--- src/rtl/core/iff_pkg.sv ---
// Package for the integer field formatter: command codes, widths, digit helpers.
// No dependencies.
`timescale 1ns / 1ps
package iff_pkg;
  localparam int DefMaxWidth = 32;
  localparam int NumCells = 10;
  localparam logic [2:0] CMD_SDEC = 3'd0;
  localparam logic [2:0] CMD_UDEC = 3'd1;
  localparam logic [2:0] CMD_LHEX = 3'd2;
  localparam logic [2:0] CMD_UHEX = 3'd3;
  localparam logic [2:0] CMD_PTR  = 3'd4;
  localparam logic [2:0] CMD_CHAR = 3'd5;

  typedef struct packed {
    logic       load;
    logic       shift;
    logic       hex;
  } cell_ctl_t;

  function automatic logic [7:0] digit_char(input logic [3:0] d, input logic upper);
    logic [7:0] r;
    if (d < 4'd10) r = 8'h30 + {4'd0, d};
    else if (upper) r = 8'h37 + {4'd0, d};
    else r = 8'h57 + {4'd0, d};
    return r;
  endfunction
endpackage

--- src/rtl/core/iff_if.sv ---
// Valid/ready channel interfaces for the formatter.
// Depends on nothing.
`timescale 1ns / 1ps
interface iff_in_if;
  logic        valid;
  logic        ready;
  logic [2:0]  command;
  logic [31:0] value;
  logic [5:0]  width;
  logic        left_just;
  logic        zero_pad;
  modport source(output valid, command, value, width, left_just, zero_pad, input ready);
  modport sink(input valid, command, value, width, left_just, zero_pad, output ready);
endinterface

interface iff_out_if;
  logic       valid;
  logic       ready;
  logic [7:0] character;
  logic       last;
  modport source(output valid, character, last, input ready);
  modport sink(input valid, character, last, output ready);
endinterface

--- src/rtl/core/integer_field_formatter.sv ---
// Integer field formatter top level: conversion sequencer over a chain of
// digit cells. Depends on iff_pkg, iff_if, iff_cell.
`timescale 1ns / 1ps
// Usage: one conversion word enters on in (command, value, width, flags);
// ASCII characters leave on out, one per word, last marking the final one.
// An item is taken only when the block is idle. It first runs its conversion
// through the ten-cell digit chain (one value bit per cycle), then emits its
// characters one per cycle while out is not stalled, through the single
// output port. The first character enters the output register in the emit
// state, once the conversion state has shifted in every value bit.
// Commands 6 and 7, and a zero character with width 0, give no words.
// Reset returns the sequencer to idle and drops any pending output.
// A stall on out holds the current character; the sequencer advances only
// when the output register is free or being taken.
module integer_field_formatter
  import iff_pkg::*;
#(
  parameter int MAX_WIDTH = DefMaxWidth
) (
  input logic clk,
  input logic rst_n,
  iff_in_if.sink   in_ch,
  iff_out_if.source out_ch
);
  localparam int WW = $clog2(MAX_WIDTH + 13);
  localparam logic [1:0] S_IDLE = 2'd0, S_CONV = 2'd1, S_EMIT = 2'd2;

  logic [1:0]  st_r, st_nxt;
  logic [2:0]  cmd_r;
  logic [31:0] sh_r, sh_nxt;
  logic [WW-1:0] wid_r, pos_r, pos_nxt;
  logic        left_r, zero_r, neg_r;
  logic [4:0]  cnt_r, cnt_nxt;
  logic [7:0]  ch_r, ch_nxt;
  logic        last_r, last_nxt, ov_r, ov_nxt;
  cell_ctl_t   ctl;
  logic [NumCells:0] carry;
  logic [3:0]  dig [NumCells];
  logic hex, upper, ptr, is_char, take, adv, neg_in, no_words;
  logic [3:0] nd_c;
  logic [WW-1:0] tlen, pad, pre, p, tot_c;
  logic [3:0] didx;
  logic [7:0] ch_c;

  genvar g;
  assign carry[0] = sh_r[31];
  generate
    for (g = 0; g < NumCells; g++) begin : g_chain
      iff_cell u_cell (.clk(clk), .ctl(ctl), .bit_in(carry[g]),
        .bit_out(carry[g+1]), .digit(dig[g]));
    end
  endgenerate

  assign hex = (cmd_r == CMD_LHEX) || (cmd_r == CMD_UHEX) || (cmd_r == CMD_PTR);
  assign upper = (cmd_r == CMD_UHEX);
  assign ptr = (cmd_r == CMD_PTR);
  assign is_char = (cmd_r == CMD_CHAR);
  assign in_ch.ready = (st_r == S_IDLE);
  assign take = in_ch.valid && in_ch.ready;
  assign adv = !ov_r || out_ch.ready;
  assign neg_in = (in_ch.command == CMD_SDEC) && in_ch.value[31];
  // no characters at all: unused command, or a zero character in a zero field
  assign no_words = (cmd_r > CMD_CHAR) ||
                    (is_char && sh_r[7:0] == 8'd0 && wid_r == '0);

  // Hex digits: the chain acts as a plain shift register across cells.
  // count significant digits from the top cell; the chain holds still
  // while characters are emitted
  always_comb begin
    nd_c = 4'd1;
    for (int i = 1; i < NumCells; i++) if (dig[i] != 4'd0) nd_c = 4'(i + 1);
  end

  always_comb begin
    tlen = is_char ? WW'(sh_r[7:0] != 8'd0) : WW'(nd_c) + WW'(neg_r);
    pad = (wid_r > tlen) ? wid_r - tlen : '0;
    pre = ptr ? WW'(2) : '0;
    p = pos_r;
    didx = '0;
    ch_c = 8'h20;
    if (p < pre) ch_c = (p == '0) ? 8'h30 : 8'h78;
    else begin
      p = p - pre;
      if (!left_r && !zero_r && !is_char) begin
        if (p < pad) ch_c = 8'h20;
        else begin
          p = p - pad;
          if (neg_r && p == '0) ch_c = 8'h2d;
          else begin
            didx = 4'(WW'(nd_c) - WW'(1) - (p - WW'(neg_r)));
            ch_c = digit_char(dig[didx], upper);
          end
        end
      end else if (is_char) begin
        if (!left_r && p < pad) ch_c = 8'h20;
        else if (!left_r || p != '0 || tlen == '0) ch_c = 8'h20;
        else ch_c = sh_r[7:0];
        if (!left_r && p >= pad) ch_c = sh_r[7:0];
      end else begin
        if (neg_r && p == '0) ch_c = 8'h2d;
        else begin
          p = p - WW'(neg_r);
          if (!left_r && p < pad) ch_c = 8'h30;
          else begin
            if (!left_r) p = p - pad;
            if (p < WW'(nd_c)) begin
              didx = 4'(WW'(nd_c) - WW'(1) - p);
              ch_c = digit_char(dig[didx], upper);
            end else ch_c = 8'h20;
          end
        end
      end
    end
  end

  // total characters, valid once the chain has settled
  always_comb begin
    tot_c = ((wid_r > tlen) ? wid_r : tlen) + pre;
  end

  always_comb begin
    st_nxt = st_r; sh_nxt = sh_r; cnt_nxt = cnt_r; pos_nxt = pos_r;
    ch_nxt = ch_r; last_nxt = last_r;
    // drop the held word once it is taken
    ov_nxt = out_ch.ready ? 1'b0 : ov_r;
    ctl = '{load: 1'b0, shift: 1'b0, hex: hex};
    unique case (st_r)
      S_IDLE: if (take) begin
        ctl.load = 1'b1;
        sh_nxt = neg_in ? 32'd0 - in_ch.value : in_ch.value;
        cnt_nxt = '0;
        pos_nxt = '0;
        st_nxt = S_CONV;
      end
      S_CONV: begin
        ctl.shift = !is_char;
        sh_nxt = is_char ? sh_r : {sh_r[30:0], 1'b0};
        cnt_nxt = cnt_r + 5'd1;
        if (cnt_r == 5'd31) st_nxt = no_words ? S_IDLE : S_EMIT;
      end
      S_EMIT: if (adv) begin
        // advance one character into the output register
        ch_nxt = ch_c;
        last_nxt = (pos_r + WW'(1) == tot_c);
        ov_nxt = 1'b1;
        pos_nxt = pos_r + WW'(1);
        if (pos_r + WW'(1) == tot_c) st_nxt = S_IDLE;
      end
      default: st_nxt = S_IDLE;
    endcase
  end

  always_ff @(posedge clk) begin
    if (!rst_n) begin
      st_r <= S_IDLE; ov_r <= 1'b0;
    end else begin
      st_r <= st_nxt; ov_r <= ov_nxt;
    end
  end

  always_ff @(posedge clk) begin
    sh_r <= sh_nxt; cnt_r <= cnt_nxt; pos_r <= pos_nxt;
    ch_r <= ch_nxt; last_r <= last_nxt;
    if (take) begin
      cmd_r <= in_ch.command;
      left_r <= in_ch.left_just; zero_r <= in_ch.zero_pad;
      wid_r <= (in_ch.width > 6'(MAX_WIDTH)) ? WW'(MAX_WIDTH) : WW'(in_ch.width);
      neg_r <= neg_in;
    end
  end

  assign out_ch.valid = ov_r;
  assign out_ch.character = ch_r;
  assign out_ch.last = last_r;
endmodule

--- src/rtl/core/iff_cell.sv ---
// One digit cell of the conversion chain: holds a 4-bit digit, shifts one
// bit per cycle while ctl.shift is set, in from its lower neighbor (double-dabble or hex shift).
`timescale 1ns / 1ps
module iff_cell
  import iff_pkg::*;
(
  input  logic      clk,
  input  cell_ctl_t ctl,
  input  logic      bit_in,
  output logic      bit_out,
  output logic [3:0] digit
);
  logic [3:0] dig_r, dig_nxt, adj;
  always_comb begin
    adj = (!ctl.hex && dig_r >= 4'd5) ? dig_r + 4'd3 : dig_r;
    bit_out = adj[3];
    dig_nxt = dig_r;
    if (ctl.load) dig_nxt = 4'd0;
    else if (ctl.shift) dig_nxt = {adj[2:0], bit_in};
  end
  always_ff @(posedge clk) begin
    dig_r <= dig_nxt;
  end
  assign digit = dig_r;
endmodule
--- src/flat_wrapper.sv ---
// flat-port wrapper written by rule: the top's interface ports become plain ports
module integer_field_formatter_flat import iff_pkg::*;
#(
  parameter int MAX_WIDTH = DefMaxWidth
)
  (clk, rst_n, in_ch_valid, in_ch_command, in_ch_value, in_ch_width, in_ch_left_just, in_ch_zero_pad, in_ch_ready, out_ch_valid, out_ch_character, out_ch_last, out_ch_ready);
  iff_in_if in_ch_i ();
  iff_out_if out_ch_i ();
  input logic clk;
  input logic rst_n;
  input wire logic [$bits(in_ch_i.valid)-1:0] in_ch_valid;
  input wire logic [$bits(in_ch_i.command)-1:0] in_ch_command;
  input wire logic [$bits(in_ch_i.value)-1:0] in_ch_value;
  input wire logic [$bits(in_ch_i.width)-1:0] in_ch_width;
  input wire logic [$bits(in_ch_i.left_just)-1:0] in_ch_left_just;
  input wire logic [$bits(in_ch_i.zero_pad)-1:0] in_ch_zero_pad;
  output wire logic [$bits(in_ch_i.ready)-1:0] in_ch_ready;
  output wire logic [$bits(out_ch_i.valid)-1:0] out_ch_valid;
  output wire logic [$bits(out_ch_i.character)-1:0] out_ch_character;
  output wire logic [$bits(out_ch_i.last)-1:0] out_ch_last;
  input wire logic [$bits(out_ch_i.ready)-1:0] out_ch_ready;
  assign in_ch_i.valid = in_ch_valid;
  assign in_ch_i.command = in_ch_command;
  assign in_ch_i.value = in_ch_value;
  assign in_ch_i.width = in_ch_width;
  assign in_ch_i.left_just = in_ch_left_just;
  assign in_ch_i.zero_pad = in_ch_zero_pad;
  assign in_ch_ready = in_ch_i.ready;
  assign out_ch_valid = out_ch_i.valid;
  assign out_ch_character = out_ch_i.character;
  assign out_ch_last = out_ch_i.last;
  assign out_ch_i.ready = out_ch_ready;
  integer_field_formatter #(.MAX_WIDTH(MAX_WIDTH)) u_core (.clk(clk), .rst_n(rst_n), .in_ch(in_ch_i), .out_ch(out_ch_i));
endmodule
--- config.mk ---
export PLATFORM = sky130hd
export DESIGN_NAME = integer_field_formatter_flat
export DESIGN_NICKNAME = d
export VERILOG_FILES = /design/src/rtl/core/iff_pkg.sv /design/src/rtl/core/iff_if.sv /design/src/rtl/core/integer_field_formatter.sv /design/src/rtl/core/iff_cell.sv /design/src/flat_wrapper.sv
export SDC_FILE = /design/constraint.sdc
export NUM_CORES = 1
export LEC_CHECK = 0
export BUFFER_PORTS_ARGS = -buffer_cell sky130_fd_sc_hd__buf_4
export CAP_MARGIN = 10
export CORE_AREA = 2 2 125 127
export CTS_BUF_LIST = sky130_fd_sc_hd__clkbuf_4 sky130_fd_sc_hd__clkbuf_8 sky130_fd_sc_hd__clkbuf_16
export CTS_CLUSTER_DIAMETER = 40
export DETAILED_ROUTE_END_ITERATION = 16
export DIE_AREA = 0 0 127 129
export GPL_TIMING_DRIVEN = 0
export HOLD_SLACK_MARGIN = 0.05
export PLACE_DENSITY = 0.81
export SLEW_MARGIN = 5
export SYNTH_ARGS = -nofsm -noshare
export SYNTH_HDL_FRONTEND = slang
export SYNTH_SLANG_ARGS = --single-unit
--- constraint.sdc ---
create_clock -name clk -period 12.9 [get_ports clk]
set_input_delay 2.58 -clock clk [delete_from_list [all_inputs] [get_ports clk]]
set_output_delay 2.58 -clock clk [all_outputs]
set_load 0.01 [all_outputs]
## After elaboration in Yosys (flattened, before gate mapping)

Index checks and enable logic that the tools add are counted.

- Add/subtract/negate cells: 30
- $lt $le $gt $ge: 22
- Eq/ne operators: 13
- Multiplexer cells: 72
- Bitwise logic cells: 2
- Reduce and logical (&&, ||, !) cells: 58

Operator list:

| cell | count |
|---|---|
| $mux 8 | 15 |
| $mux 32 | 3 |
| $mux 6 | 11 |
| $mux 4 | 16 |
| $pmux 32 s2 | 1 |
| $ge 4x3->1 const B | 10 |
| $add 4x2->4 const B | 9 |
| $reduce_bool 4->1 | 9 |
| $bmux 4 s4 | 2 |
| $sub 1x32->32 const A | 1 |
| $logic_not 6->1 | 5 |
| $add 6x4->7 const A | 4 |
| $sub 6x6->6 | 4 |
| $logic_and 1x1->1 | 21 |
| $lt 6x6->1 | 3 |
| $add 7x4->8 const A | 2 |
| $mux 2 | 8 |
| $mux 3 | 5 |
| $pmux 6 s2 | 1 |
| $ge 5x5->1 const B | 2 |
| $not 4->5 | 2 |
| $pmux 5 s2 | 1 |
| $logic_not 8->1 | 1 |
| $lt 4x4->1 const B | 2 |
| other kinds (36) | 59 |

- Flip-flop bits (word level): 107
- Input port bits: 47
- Output and inout bits: 11
- Word-level logic and storage cells: 219

## Longest topological paths before layout

Gate-level depths: netlist of the first run.

- Depth after elaboration: 35
- Depth in mapped cells: 39

## Hierarchy

A second synthesis of the first run with hierarchy kept.

- Cell total of the unflattened synthesis: 989
- Area, all modules: 8989.9 µm²

Modules (own cells, without submodules):

| module | instances | cells an instance | area each (µm²) |
|---|---|---|---|
| integer_field_formatter | 1 | 689 | 6399.9 |
| iff_cell | 10 | 30 | 259.0 |

## Worst setup path after synthesis of the first run

No wires, ideal clock.

- Kind: reg-to-reg
- From: register u_core.g_chain[1].u_cell.dig_r[0]
- To: register u_core.ch_r[6], in the netlist u_core.out_ch.character[6], data pin
- Library setup time: 262 ps
- Arrival: 6633 ps
- Data required time: 12638 ps
- Slack: 6005 ps
- Stages on the path, launching flop included: 37
- Buffers on the path: 2
- Period minus slack after synthesis: 6895 ps
- Cell sequence: dfxtp_1 inv_1 ha_1 nor3b_1 o21ai_0 nand2_1 nand3_1 nand2_1 nand2_1 nand2_1 nand2_1 inv_1 ha_1 ha_1 xnor2_1 nand2_1 ha_1 nand3_1 a21boi_0 o21a_1 or2_2 clkbuf_1 nand2_1 fa_1 inv_1 ha_1 fa_1 clkbuf_1 mux4_2 mux2_2 mux2i_1 ha_1 inv_1 nor2_1 o21ai_0 a31oi_1 o31ai_1

- Longest elaborated chain between the ends: 35

Ends and longest elaborated chain:

| what | line | text |
|---|---|---|
| start: declaration | iff_cell.sv:13 | `logic [3:0] dig_r, dig_nxt, adj;` |
| start signal: assignment | iff_cell.sv:22 | `dig_r <= dig_nxt;` |
| $reduce_bool 4->1 | integer_field_formatter.sv:71 | `for (int i = 1; i < NumCells; i++) if (dig[i] != 4'd0) nd_c = 4'(i + 1);` |
| $mux 2 (2 in a row) | integer_field_formatter.sv:71 |  |
| $mux 3 (4 in a row) | integer_field_formatter.sv:71 |  |
| $mux 4 (3 in a row) | integer_field_formatter.sv:71 |  |
| $add 4x1->5 | integer_field_formatter.sv:75 | `tlen = is_char ? WW'(sh_r[7:0] != 8'd0) : WW'(nd_c) + WW'(neg_r);` |
| $mux 6 | integer_field_formatter.sv:75 |  |
| $sub 6x6->6 / $gt 6x6->1 (equally long branches) | integer_field_formatter.sv:76 | `pad = (wid_r > tlen) ? wid_r - tlen : '0;` |
| $mux 6 | integer_field_formatter.sv:76 |  |
| (+14 left out) | - |  |
| $mux 8 | iff_pkg.sv:22 | `if (d < 4'd10) r = 8'h30 + {4'd0, d};` |
| $mux 8 | integer_field_formatter.sv:106 | `if (p < WW'(nd_c)) begin` |
| $mux 8 | integer_field_formatter.sv:103 | `if (!left_r && p < pad) ch_c = 8'h30;` |
| $mux 8 | integer_field_formatter.sv:100 | `if (neg_r && p == '0) ch_c = 8'h2d;` |
| $mux 8 | integer_field_formatter.sv:94 | `end else if (is_char) begin` |
| $mux 8 (*) | integer_field_formatter.sv:84 | `if (!left_r && !zero_r && !is_char) begin` |
| $mux 8 (*) | integer_field_formatter.sv:81 | `if (p < pre) ch_c = (p == '0) ? 8'h30 : 8'h78;` |
| net u_core.ch_c[6] | integer_field_formatter.sv:43 | `logic [7:0] ch_c;` |
| end signal: assignment | integer_field_formatter.sv:163 | `ch_r <= ch_nxt; last_r <= last_nxt;` |
| end: declaration | integer_field_formatter.sv:34 | `logic [7:0] ch_r, ch_nxt;` |

Mark *: on every way through the listed nets, which the timed path passes. The rest lies on a longest branch. The select of a mux whose other input is x is not followed.
A chain may end at the register's enable or synchronous reset.

## Worst setup path after layout of the first run

Same ends and word-level chain as after synthesis.

==> summary.txt, run 1 <==
Async S/R FF share, synth -> 0
Worst Path Max Fanout -> 10
Post-DP HPWL -> 16800 um
Slew headroom -> 0.291
Final period util -> 0.639
CTS tree -> built
Post-synth EDFFs -> 64
R2R setup slack -> 4.66 ns
synth warn -> 0
Startpoint Class -> flip-flop
gpl congestion -> 0.964
area leader, netlist -> edfxtp_1
Die ar. -> 16400 um2
mean routed wirelength per cell -> 17.4 um
Reg clk slew, reported paths -> 0.07 ns
ANT nets after route -> 0
TritonCTS buffer count -> 9
Remaining DRCs -> 0
CP arrival -> 8.34 ns
Worst Path Buf+Inv -> 6
Most Frequent Cell on Critical Path -> nand2_1
CTS Hold Bufs -> 0
Layout area overhead -> 11.6%
WP depth -> 36
first-pass GRT wire length -> 35400 um
RSZ-0062 raised after global routing -> no
CP delay by family, top -> adder cells
status -> finished clean
Final Skew -> 0.0103 ns
Slew Limit Fails -> 0
Post-Route WL -> 21900 um
Die Y -> 129 um
ys flop type -> edfxtp_1
share of the synthesized area in the top cell type -> 0.218
Layout Nets -> 1191
final hold violation count -> 0
H-tree Lvls -> 3
Clock Tree Root -> clkbuf_16
LEAKAGE -> 3.90 nW
core region area -> 15000 um2
clock buffer depth -> 2
largest net degree at the start of global routing -> 33
Worst path max stage delay -> 0.62 ns
WP data required -> 13.00 ns
Mapped Cells -> 998
Post-CTS Resized -> 0
Max Fclk -> 121 MHz
grt ovf -> 0
DR vias/cell -> 6.10
Pwr Total -> 2.91 mW
synth unique cells -> 72
Crit Path Category -> reg -> reg
vias in the first global route -> 7118
Synth area leaders -> edfxtp_1 22%, ha_1 10%, dfxtp_1 9.8%
Max-Cap Viols -> 0
vias -> 7688
crit path from -> u_core.g_chain[1].u_cell.digit[0]$_SDFFE_PP0P_
Synth Net Count -> 1121
Die X -> 127 um
share of layout cells above drive strength 1 -> 0.124
I/O pin count -> 58
Seq/Total Area, Yosys -> 0.316
worst hold-check path type -> reg -> reg
Max stage delay cell, worst path -> fa_1
n_diodes -> 0
FF-to-FF End -> u_core.out_ch.character[6]$_DFFE_PP_
Port Buffer Count -> 57
final setup TNS -> 0 ns
Filler Cell Count -> 1239
drt pass-1 iters -> 7
Max VDD drop -> 0.298 mV
worst slew pin tran -> 1.06 ns
CP endpoint -> u_core.out_ch.character[6]$_DFFE_PP_
minimum clock period -> 8.24 ns
flops & latches, synth -> 107
most frequent cell after synthesis -> nand2_1
final setup violation count -> 0
CP endpoint kind -> flip-flop
Clk Latency, worst-skew pair -> 0.37 ns
Reg2Reg Depth -> 36
DR iter-0 viols -> 700
initial antenna violation count -> 0
total track usage -> 0.271
Cell Rows -> 45
Reg-to-Reg Start -> u_core.g_chain[1].u_cell.digit[0]$_SDFFE_PP0P_
syn_area_per_cell -> 8.81 um2
CTS Sinks -> 107
Post-Syn Area -> 8800 um2
Post-CTS Setup Inserts -> 0
Initial Utilization -> 0.587
Pwr per Cell Area -> 296 nW/um2
Commonest cells post-synth -> 101 x nand2_1, 92 x o21ai_0, 79 x nor2_1, 71 x ha_1, 64 x edfxtp_1
==> per-layer routing <==
layer | vias to the layer above | global-route usage | wire length (um)
met5 | - | 0 | 0
met3 | 37 | 0.0358 | 1370
met4 | 0 | 0.0905 | 494
met1 | 3648 | 0.365 | 9640
met2 | 277 | 0.454 | 10400
li1 | 3726 | - | -
==> power breakdown <==
part           switching, mW  total (mW)  leakage [nW]  internal, mW
clock                  0.136       0.297         0.153         0.161
combinational           1.22        2.17          2.77         0.951
sequential            0.0391       0.443         0.981         0.404
==> how the worst min path moves through the flow <==
stage,from,depth (start not counted),slack (ns),to
after floorplan,u_core.sh_r[31]$_DFFE_PP_,2,0.42,u_core.g_chain[0].u_cell.digit[0]$_SDFFE_PP0P_
after global placement,u_core.sh_r[31]$_DFFE_PP_,2,0.43,u_core.g_chain[0].u_cell.digit[0]$_SDFFE_PP0P_
after detailed placement,u_core.sh_r[31]$_DFFE_PP_,2,0.43,u_core.g_chain[0].u_cell.digit[0]$_SDFFE_PP0P_
after CTS,u_core.sh_r[31]$_DFFE_PP_,2,0.45,u_core.g_chain[0].u_cell.digit[0]$_SDFFE_PP0P_
after global routing,u_core.sh_r[31]$_DFFE_PP_,2,0.51,u_core.g_chain[0].u_cell.digit[0]$_SDFFE_PP0P_
final,u_core.sh_r[31]$_DFFE_PP_,2,0.45,u_core.g_chain[0].u_cell.digit[0]$_SDFFE_PP0P_
==> cell families after synthesis <==
logic type / share of synthesized area
AOI/OAI and AO/OA: 0.162
xor gates and xnor gates: 0.0902
adders and majority gates: 0.112
buffers and inverters: 0.0457
DFF: 0.316
muxes: 0.0780
other: 0.000426
and+or+nand+nor: 0.195
==> placed cells by master, fill, tap and decap left out, types with 4 or more instances in the layout <==
cell type and n:
a211oi_1 9, a21o_1 7, a21oi_1 50, a22oi_1 4
a31oi_1 4, and2_1 8, and3_1 9, buf_2 5
buf_4 57, clkbuf_1 31, clkbuf_16 9, dfxtp_1 43
edfxtp_1 64, fa_1 5, ha_1 71, inv_1 62
mux2_2 8, mux2i_1 22, mux4_2 16, nand2_1 101
nand2b_1 20, nand3_1 38, nand4_1 7, nor2_1 79
nor2b_1 13, nor3_1 30, nor3b_1 7, nor4_1 5
o211ai_1 19, o21a_1 5, o21ai_0 92, o21ai_1 9
o31ai_1 14, o41ai_1 4, or2_2 5, or3_1 6
xnor2_1 41, xor2_1 35
==> registers in the layout (all words and copies together), names as in the netlist, 2 cells and up <==
| signal | cells |
|---|---|
| u_core.g_chain.u_cell.digit | 40 |
| u_core.cnt_r | 5 |
| u_core.wid_r | 6 |
| u_core.cmd_r | 3 |
| u_core.sh_r | 32 |
| u_core.pos_r | 6 |
| u_core.st_r | 2 |
| u_core.out_ch.character | 8 |
==> worst min-delay path: cells and delay by family (launching register included) <==
family           cells  cell delay [ns]
flip-flops           1             0.32
AND/OR/NAND/NOR      1             0.05
AO/OA/AOI/OAI        1             0.05
==> per-stage QoR <==
stage | setup slack [ns] | hold WS [ns] | instances | cell area (um2) | utilization
finish | 4.66 | 0.453 | 1261 | 9820 | 0.656
global route | 4.13 | 0.511 | 1261 | 9820 | 0.656
CTS | 4.76 | 0.449 | 1260 | 9790 | 0.654
detailed placement | 4.83 | 0.430 | 1244 | 9470 | 0.633
global placement | 4.92 | 0.432 | 1243 | 9460 | 0.632
floorplan | 6.00 | 0.418 | 998 | 8800 | -
==> cell type report <==
cell class                      instances  area [um2]  area share
Multi-Input combinational cell        789        5610       0.571
Timing Repair Buffer                   59         470      0.0479
Clock inverter                          5        71.3     0.00726
Clock buffer                           11         246      0.0251
Inverter                               64         245      0.0250
Tap cell                              188         235      0.0240
Buffer                                 38         156      0.0159
Sequential cell                       107        2780       0.283
Note: power is estimated with default switching activity, not from simulation.
==> run 2: changes to the inputs <==
==> constraint.sdc (replaced) <==
create_clock -name clk -period 8.55 [get_ports clk]
set_input_delay 1.71 -clock clk [delete_from_list [all_inputs] [get_ports clk]]
set_output_delay 1.71 -clock clk [all_outputs]
set_load 0.01 [all_outputs]
==> run 2 against run 1 <==
Net effect: via count shrank 0.40%; sequential power grew 51%; clock power grew 51%; clock skew is essentially flat; final area is essentially flat; setup slack lost 4.2 ns; final cell count is essentially flat; critical endpoint is now u_core.out_ch.character[1]$_SDFFCE_PP0P_; highest routed layer unchanged.
==> summary.txt, run 2 (synthesis gave the netlist of run 1 again) <==
fin area -> 9820 um2 (about the same)
ANT nets after route -> 0 (unchanged)
hold_ws -> 0.453 ns (about the same)
placed cell areas -> 9470 um2 (unchanged)
Reg-to-Reg Start -> u_core.g_chain[1].u_cell.digit[0]$_SDFFE_PP0P_ (unchanged)
commonest non-fill, non-tap cells in the layout -> 101 x nand2_1, 92 x o21ai_0, 79 x nor2_1, 71 x ha_1, 64 x edfxtp_1 (unchanged)
initial antenna violation count -> 0 (unchanged)
final setup violation count -> 0 (unchanged)
Post-DP HPWL -> 16800 um (unchanged)
Final period util -> 0.941 (was 0.639)
mean routed wirelength per cell -> 17.4 um (about the same)
WP data required -> 8.74 ns (was 13.00 ns)
CP endpoint kind -> flip-flop (unchanged)
Pwr per Cell Area -> 449 nW/um2 (was 296 nW/um2)
Crit Path Category -> reg -> reg (unchanged)
Cell Rows -> 45 (unchanged)
Port Buffer Count -> 57 (unchanged)
Slew Limit Fails -> 0 (unchanged)
Worst Slack Setup Final -> 0.504 ns (was 4.66 ns)
status -> finished clean (unchanged)
CTS Hold Bufs -> 0 (unchanged)
CTS tree -> built (unchanged)
I/O pin count -> 58 (unchanged)
vias -> 7657 (was 7688)
TritonCTS buffer count -> 9 (unchanged)
Post-Route WL -> 21900 um (about the same)
dpl cells -> 1244 (unchanged)
Worst Path Max Fanout -> 10 (unchanged)
final hold violation count -> 0 (unchanged)
Placement Setup Slack -> 0.480 ns (was 4.83 ns)
Max VDD drop -> 0.450 mV (was 0.298 mV)
total track usage -> 0.271 (unchanged)
Startpoint Class -> flip-flop (unchanged)
Clk Latency, worst-skew pair -> 0.37 ns (about the same)
n_diodes -> 0 (unchanged)
grt ovf -> 0 (unchanged)
crit path from -> u_core.g_chain[1].u_cell.digit[0]$_SDFFE_PP0P_ (unchanged)
final setup TNS -> 0 ns (unchanged)
core region area -> 15000 um2 (unchanged)
Clock Tree Root -> clkbuf_16 (unchanged)
share of layout cells above drive strength 1 -> 0.126 (was 0.124)
Post-CTS Resized -> 0 (unchanged)
LEAKAGE -> 3.90 nW (about the same)
H-tree Lvls -> 3 (unchanged)
Hold Crit Start -> u_core.sh_r[31]$_DFFE_PP_ (unchanged)
minimum clock period -> 8.05 ns (was 8.24 ns)
largest net degree at the start of global routing -> 33 (unchanged)
most common cell after layout, fill and taps aside -> nand2_1 (unchanged)
Layout Nets -> 1190 (was 1191)
CTS Sinks -> 107 (unchanged)
worst hold-check path type -> reg -> reg (unchanged)
CP arrival -> 8.24 ns (was 8.34 ns)
RSZ-0062 raised after global routing -> no (unchanged)
first-pass GRT wire length -> 35400 um (unchanged)
Die ar. -> 16400 um2 (unchanged)
Remaining DRCs -> 0 (unchanged)
clock buffer depth -> 2 (unchanged)
Max stage delay cell, worst path -> mux4_2 (was fa_1)
Most Frequent Cell on Critical Path -> nand2_1 (unchanged)
worst slew pin tran -> 1.07 ns (was 1.06 ns)
vias in the first global route -> 7118 (unchanged)
gpl congestion -> 0.964 (unchanged)
Final Skew -> 0.0105 ns (was 0.0103 ns)
Die Y -> 129 um (unchanged)
Max-Cap Viols -> 0 (unchanged)
Layout area overhead -> 11.7% (was 11.6%)
Worst path max stage delay -> 0.54 ns (was 0.62 ns)
DR vias/cell -> 6.08 (was 6.10)
Slew headroom -> 0.286 (was 0.291)
DR iter-0 viols -> 676 (was 700)
Finished Layout Cells -> 1260 (was 1261)
Die X -> 127 um (unchanged)
Max Fclk -> 124 MHz (was 121 MHz)
Post-CTS Setup Inserts -> 0 (unchanged)
Reg clk slew, reported paths -> 0.07 ns (about the same)
fin util -> 0.656 (about the same)
Pwr Total -> 4.41 mW (was 2.91 mW)
Initial Utilization -> 0.587 (unchanged)
Largest register FFs -> 40 (unchanged)
drt pass-1 iters -> 5 (was 7)
## run 2: worst paths after layout
check | to | slack (ns) | cells past startpoint
setup / recovery | u_core.out_ch.character[1]$_SDFFCE_PP0P_ | 0.50 | 36
hold / removal | u_core.g_chain[0].u_cell.digit[0]$_SDFFE_PP0P_ | 0.45 | 2
setup reg to reg | u_core.out_ch.character[1]$_SDFFCE_PP0P_ | 0.50 | 36
hold reg to reg | u_core.g_chain[0].u_cell.digit[0]$_SDFFE_PP0P_ | 0.45 | 2
## run 2: per-layer routing
layer | share of wire | global-route usage | up-vias
met4 | 0.023 | 0.0905 | 0
met5 | 0 | 0 | -
met1 | 0.44 | 0.365 | 3615
met3 | 0.061 | 0.0358 | 42
met2 | 0.47 | 0.454 | 276
li1 | - | - | 3724
## run 2: layout make-up
cell class                      instances  area (um2)
Timing Repair Buffer                   59         470
Buffer                                 37         153
Sequential cell                       107        2780
Multi-Input combinational cell        789        5620
Clock inverter                          5        71.3
Clock buffer                           11         246
Fill cell                            1238        5150
Inverter                               64         245
Tap cell                              188         235
## run 2: where the power goes
| part | total, mW | internal [mW] | switching, mW |
|---|---|---|---|
| Clock | 0.449 | 0.243 | 0.206 |
| Combinational | 3.29 | 1.45 | 1.84 |
| Sequential | 0.669 | 0.610 | 0.0590 |
| Total | 4.41 | 2.31 | 2.10 |
## run 2: worst max-delay path, delay by kind of cell, from the launching register on
| family | cells | cell delay (ns) |
|---|---|---|
| compound gates | 7 | 1.33 |
| flops | 1 | 0.48 |
| mux | 3 | 1.05 |
| buf+inv | 7 | 0.94 |
| simple gates | 12 | 1.61 |
| fa+ha+maj | 7 | 2.45 |
==> run 3: changes to the inputs <==
--- a/config.mk
+++ b/config.mk
@@ -7,13 +7,14 @@
 export LEC_CHECK = 0
 export BUFFER_PORTS_ARGS = -buffer_cell sky130_fd_sc_hd__buf_4
 export CAP_MARGIN = 10
-export CORE_AREA = 2 2 125 127
+export CORE_AREA = 5 5 128 130
 export CTS_BUF_LIST = sky130_fd_sc_hd__clkbuf_4 sky130_fd_sc_hd__clkbuf_8 sky130_fd_sc_hd__clkbuf_16
 export CTS_CLUSTER_DIAMETER = 40
 export DETAILED_ROUTE_END_ITERATION = 16
-export DIE_AREA = 0 0 127 129
+export DIE_AREA = 0 0 133 135
 export GPL_TIMING_DRIVEN = 0
 export HOLD_SLACK_MARGIN = 0.05
+export MAX_ROUTING_LAYER = met4
 export PLACE_DENSITY = 0.81
 export SLEW_MARGIN = 5
 export SYNTH_ARGS = -nofsm -noshare
==> run 3 against run 2 <==
Net effect: clock skew is 0.0024 ns lower; maximum frequency increased by 0.54%; highest routed layer unchanged; sequential share of layout area grew 0.11 points; wire length down 0.57%; die area grew 9.6%; global-route usage shrank 2.3 points; sequential cell count unchanged; final cell count is 0.16% lower; utilization shrank 0.50 points; first-iteration DRC count increased by 5.8%.
==> summary.txt, run 3 (synthesis gave the netlist of run 1 again) <==
worst slew pin tran -> 1.06 ns (was 1.07 ns)
Filler Cell Count -> 1202 (was 1238)
Hold Crit Start -> u_core.sh_r[31]$_DFFE_PP_ (unchanged)
CTS Hold Bufs -> 0 (unchanged)
Die X -> 133 um (was 127 um)
Post-DP HPWL -> 16800 um (about the same)
hold_ws -> 0.495 ns (was 0.453 ns)
crit path from -> u_core.g_chain[1].u_cell.digit[0]$_SDFFE_PP0P_ (unchanged)
FF/Latch Area -> 2780 um2 (unchanged)
Worst path max stage delay -> 0.76 ns (was 0.54 ns)
Max VDD drop -> 0.412 mV (was 0.450 mV)
DR vias/cell -> 6.08 (about the same)
Worst Path Max Fanout -> 10 (unchanged)
Slew Limit Fails -> 0 (unchanged)
Die Y -> 135 um (was 129 um)
area taken by multi-input logic gates -> 5610 um2 (was 5620 um2)
first-pass GRT wire length -> 35300 um (was 35400 um)
largest net degree at the start of global routing -> 33 (unchanged)
minimum clock period -> 8.00 ns (was 8.05 ns)
CP arrival -> 8.07 ns (was 8.24 ns)
CP endpoint kind -> flip-flop (unchanged)
Cell Rows -> 45 (unchanged)
Layout area overhead -> 11.2% (was 11.7%)
RSZ-0062 raised after global routing -> no (unchanged)
H-tree Lvls -> 3 (unchanged)
I/O pin count -> 58 (unchanged)
Initial Utilization -> 0.585 (was 0.587)
Reg2Reg Depth -> 35 (was 36)
ANT nets after route -> 0 (unchanged)
initial antenna violation count -> 0 (unchanged)
met3 routed WL -> 1390 um (was 1330 um)
Clock Tree Root -> clkbuf_16 (unchanged)
share of layout cells above drive strength 1 -> 0.125 (was 0.126)
clock buffer depth -> 2 (unchanged)
Crit Path Category -> reg -> reg (unchanged)
Max Fclk -> 125 MHz (was 124 MHz)
commonest non-fill, non-tap cells in the layout -> 101 x nand2_1, 92 x o21ai_0, 79 x nor2_1, 71 x ha_1, 64 x edfxtp_1 (unchanged)
grt ovf -> 0 (unchanged)
Reg clk slew, reported paths -> 0.07 ns (about the same)
Final Skew -> 0.00812 ns (was 0.0105 ns)
Remaining DRCs -> 0 (unchanged)
Port Buffer Count -> 57 (unchanged)
Max-Cap Viols -> 0 (unchanged)
worst hold-check path type -> reg -> reg (unchanged)
Final period util -> 0.936 (was 0.941)
Largest register FFs -> 40 (unchanged)
most common cell after layout, fill and taps aside -> nand2_1 (unchanged)
CTS tree -> built (unchanged)
vias -> 7651 (was 7657)
Hold Path Cell Cnt -> 2 (unchanged)
WP data required -> 8.62 ns (was 8.74 ns)
drt pass-1 iters -> 5 (unchanged)
total track usage -> 0.248 (was 0.271)
vias in the first global route -> 7232 (was 7118)
n_diodes -> 0 (unchanged)
Worst Slack Setup Final -> 0.548 ns (was 0.504 ns)
core region area -> 15000 um2 (about the same)
Startpoint Class -> flip-flop (unchanged)
Most Frequent Cell on Critical Path -> ha_1 (was nand2_1)
status -> finished clean (unchanged)
LEAKAGE -> 3.89 nW (was 3.90 nW)
fin util -> 0.651 (was 0.656)
max layer used -> met4 (unchanged)
Reg-to-Reg Start -> u_core.g_chain[1].u_cell.digit[0]$_SDFFE_PP0P_ (unchanged)
Clk Latency, worst-skew pair -> 0.36 ns (was 0.37 ns)
Die ar. -> 18000 um2 (was 16400 um2)
final setup violation count -> 0 (unchanged)
Placement Setup Slack -> 0.401 ns (was 0.480 ns)
metal2 WL -> 10200 um (was 10400 um)
mean routed wirelength per cell -> 17.3 um (was 17.4 um)
final hold violation count -> 0 (unchanged)
Post-Route WL -> 21800 um (was 21900 um)
final setup TNS -> 0 ns (unchanged)
DR iter-0 viols -> 715 (was 676)
TritonCTS buffer count -> 9 (unchanged)
CTS Sinks -> 107 (unchanged)
gpl congestion -> 0.958 (was 0.964)
Pwr per Cell Area -> 448 nW/um2 (was 449 nW/um2)
Slew headroom -> 0.288 (was 0.286)
Layout Nets -> 1188 (was 1190)
wire length on met1 -> 9610 um (was 9700 um)
Max stage delay cell, worst path -> fa_2 (was mux4_2)
-- run 3: per-layer routing --
| layer | global-route usage | up-vias |
|---|---|---|
| met5 | - | - |
| met4 | 0.0820 | 0 |
| met3 | 0.0436 | 60 |
| met2 | 0.400 | 291 |
| met1 | 0.317 | 3586 |
| li1 | - | 3714 |
-- run 3: timing repair --
item	4_1_cts	5_1_grt
endpoints found under the setup margin	0	5
resized for setup	0	1
setup buffers	0	0
-- run 3: power by group --
group	switching [mW]	internal (mW)	total [mW]	leakage, nW
sequential	0.0595	0.610	0.669	0.981
clock	0.204	0.239	0.443	0.154
combinational	1.83	1.44	3.27	2.76
total	2.09	2.29	4.38	3.89
-- run 3: path summary, 6_finish.rpt --
kind                                                    end  slack (ns)
max                u_core.out_ch.character[2]$_SDFFCE_PP0P_        0.55
min          u_core.g_chain[0].u_cell.digit[0]$_SDFFE_PP0P_        0.50
max reg2reg        u_core.out_ch.character[2]$_SDFFCE_PP0P_        0.55
min reg2reg  u_core.g_chain[0].u_cell.digit[0]$_SDFFE_PP0P_        0.50
-- run 3: per-stage QoR --
stage,power [mW],std cells,cell area (um2)
after CTS,4.34,1259,9770
after detailed placement,3.88,1243,9460
after global placement,3.81,1243,9460
after global routing,4.72,1258,9780
final,4.38,1258,9780
after floorplan,3.26,998,8800
-- run 3: layout make-up --
cell class / count / share of cell area
plain buffers: 36 / 0.0153
clock inverters: 5 / 0.00742
multi-input cells: 789 / 0.574
well taps: 188 / 0.0240
clock buffers: 11 / 0.0246
flip-flops and latches: 107 / 0.284
inverters: 64 / 0.0251
repair buffers: 58 / 0.0453
-- run 3: critical path: cells and delay by family, from the launching register on --
family	cells	cell delay, ns
flip-flops	1	0.49
AND/OR/NAND/NOR	12	1.52
buffers and inverters	5	0.37
AO/OA/AOI/OAI	6	1.13
multiplexers	3	1.07
adder cells (fa/ha/maj)	9	3.13
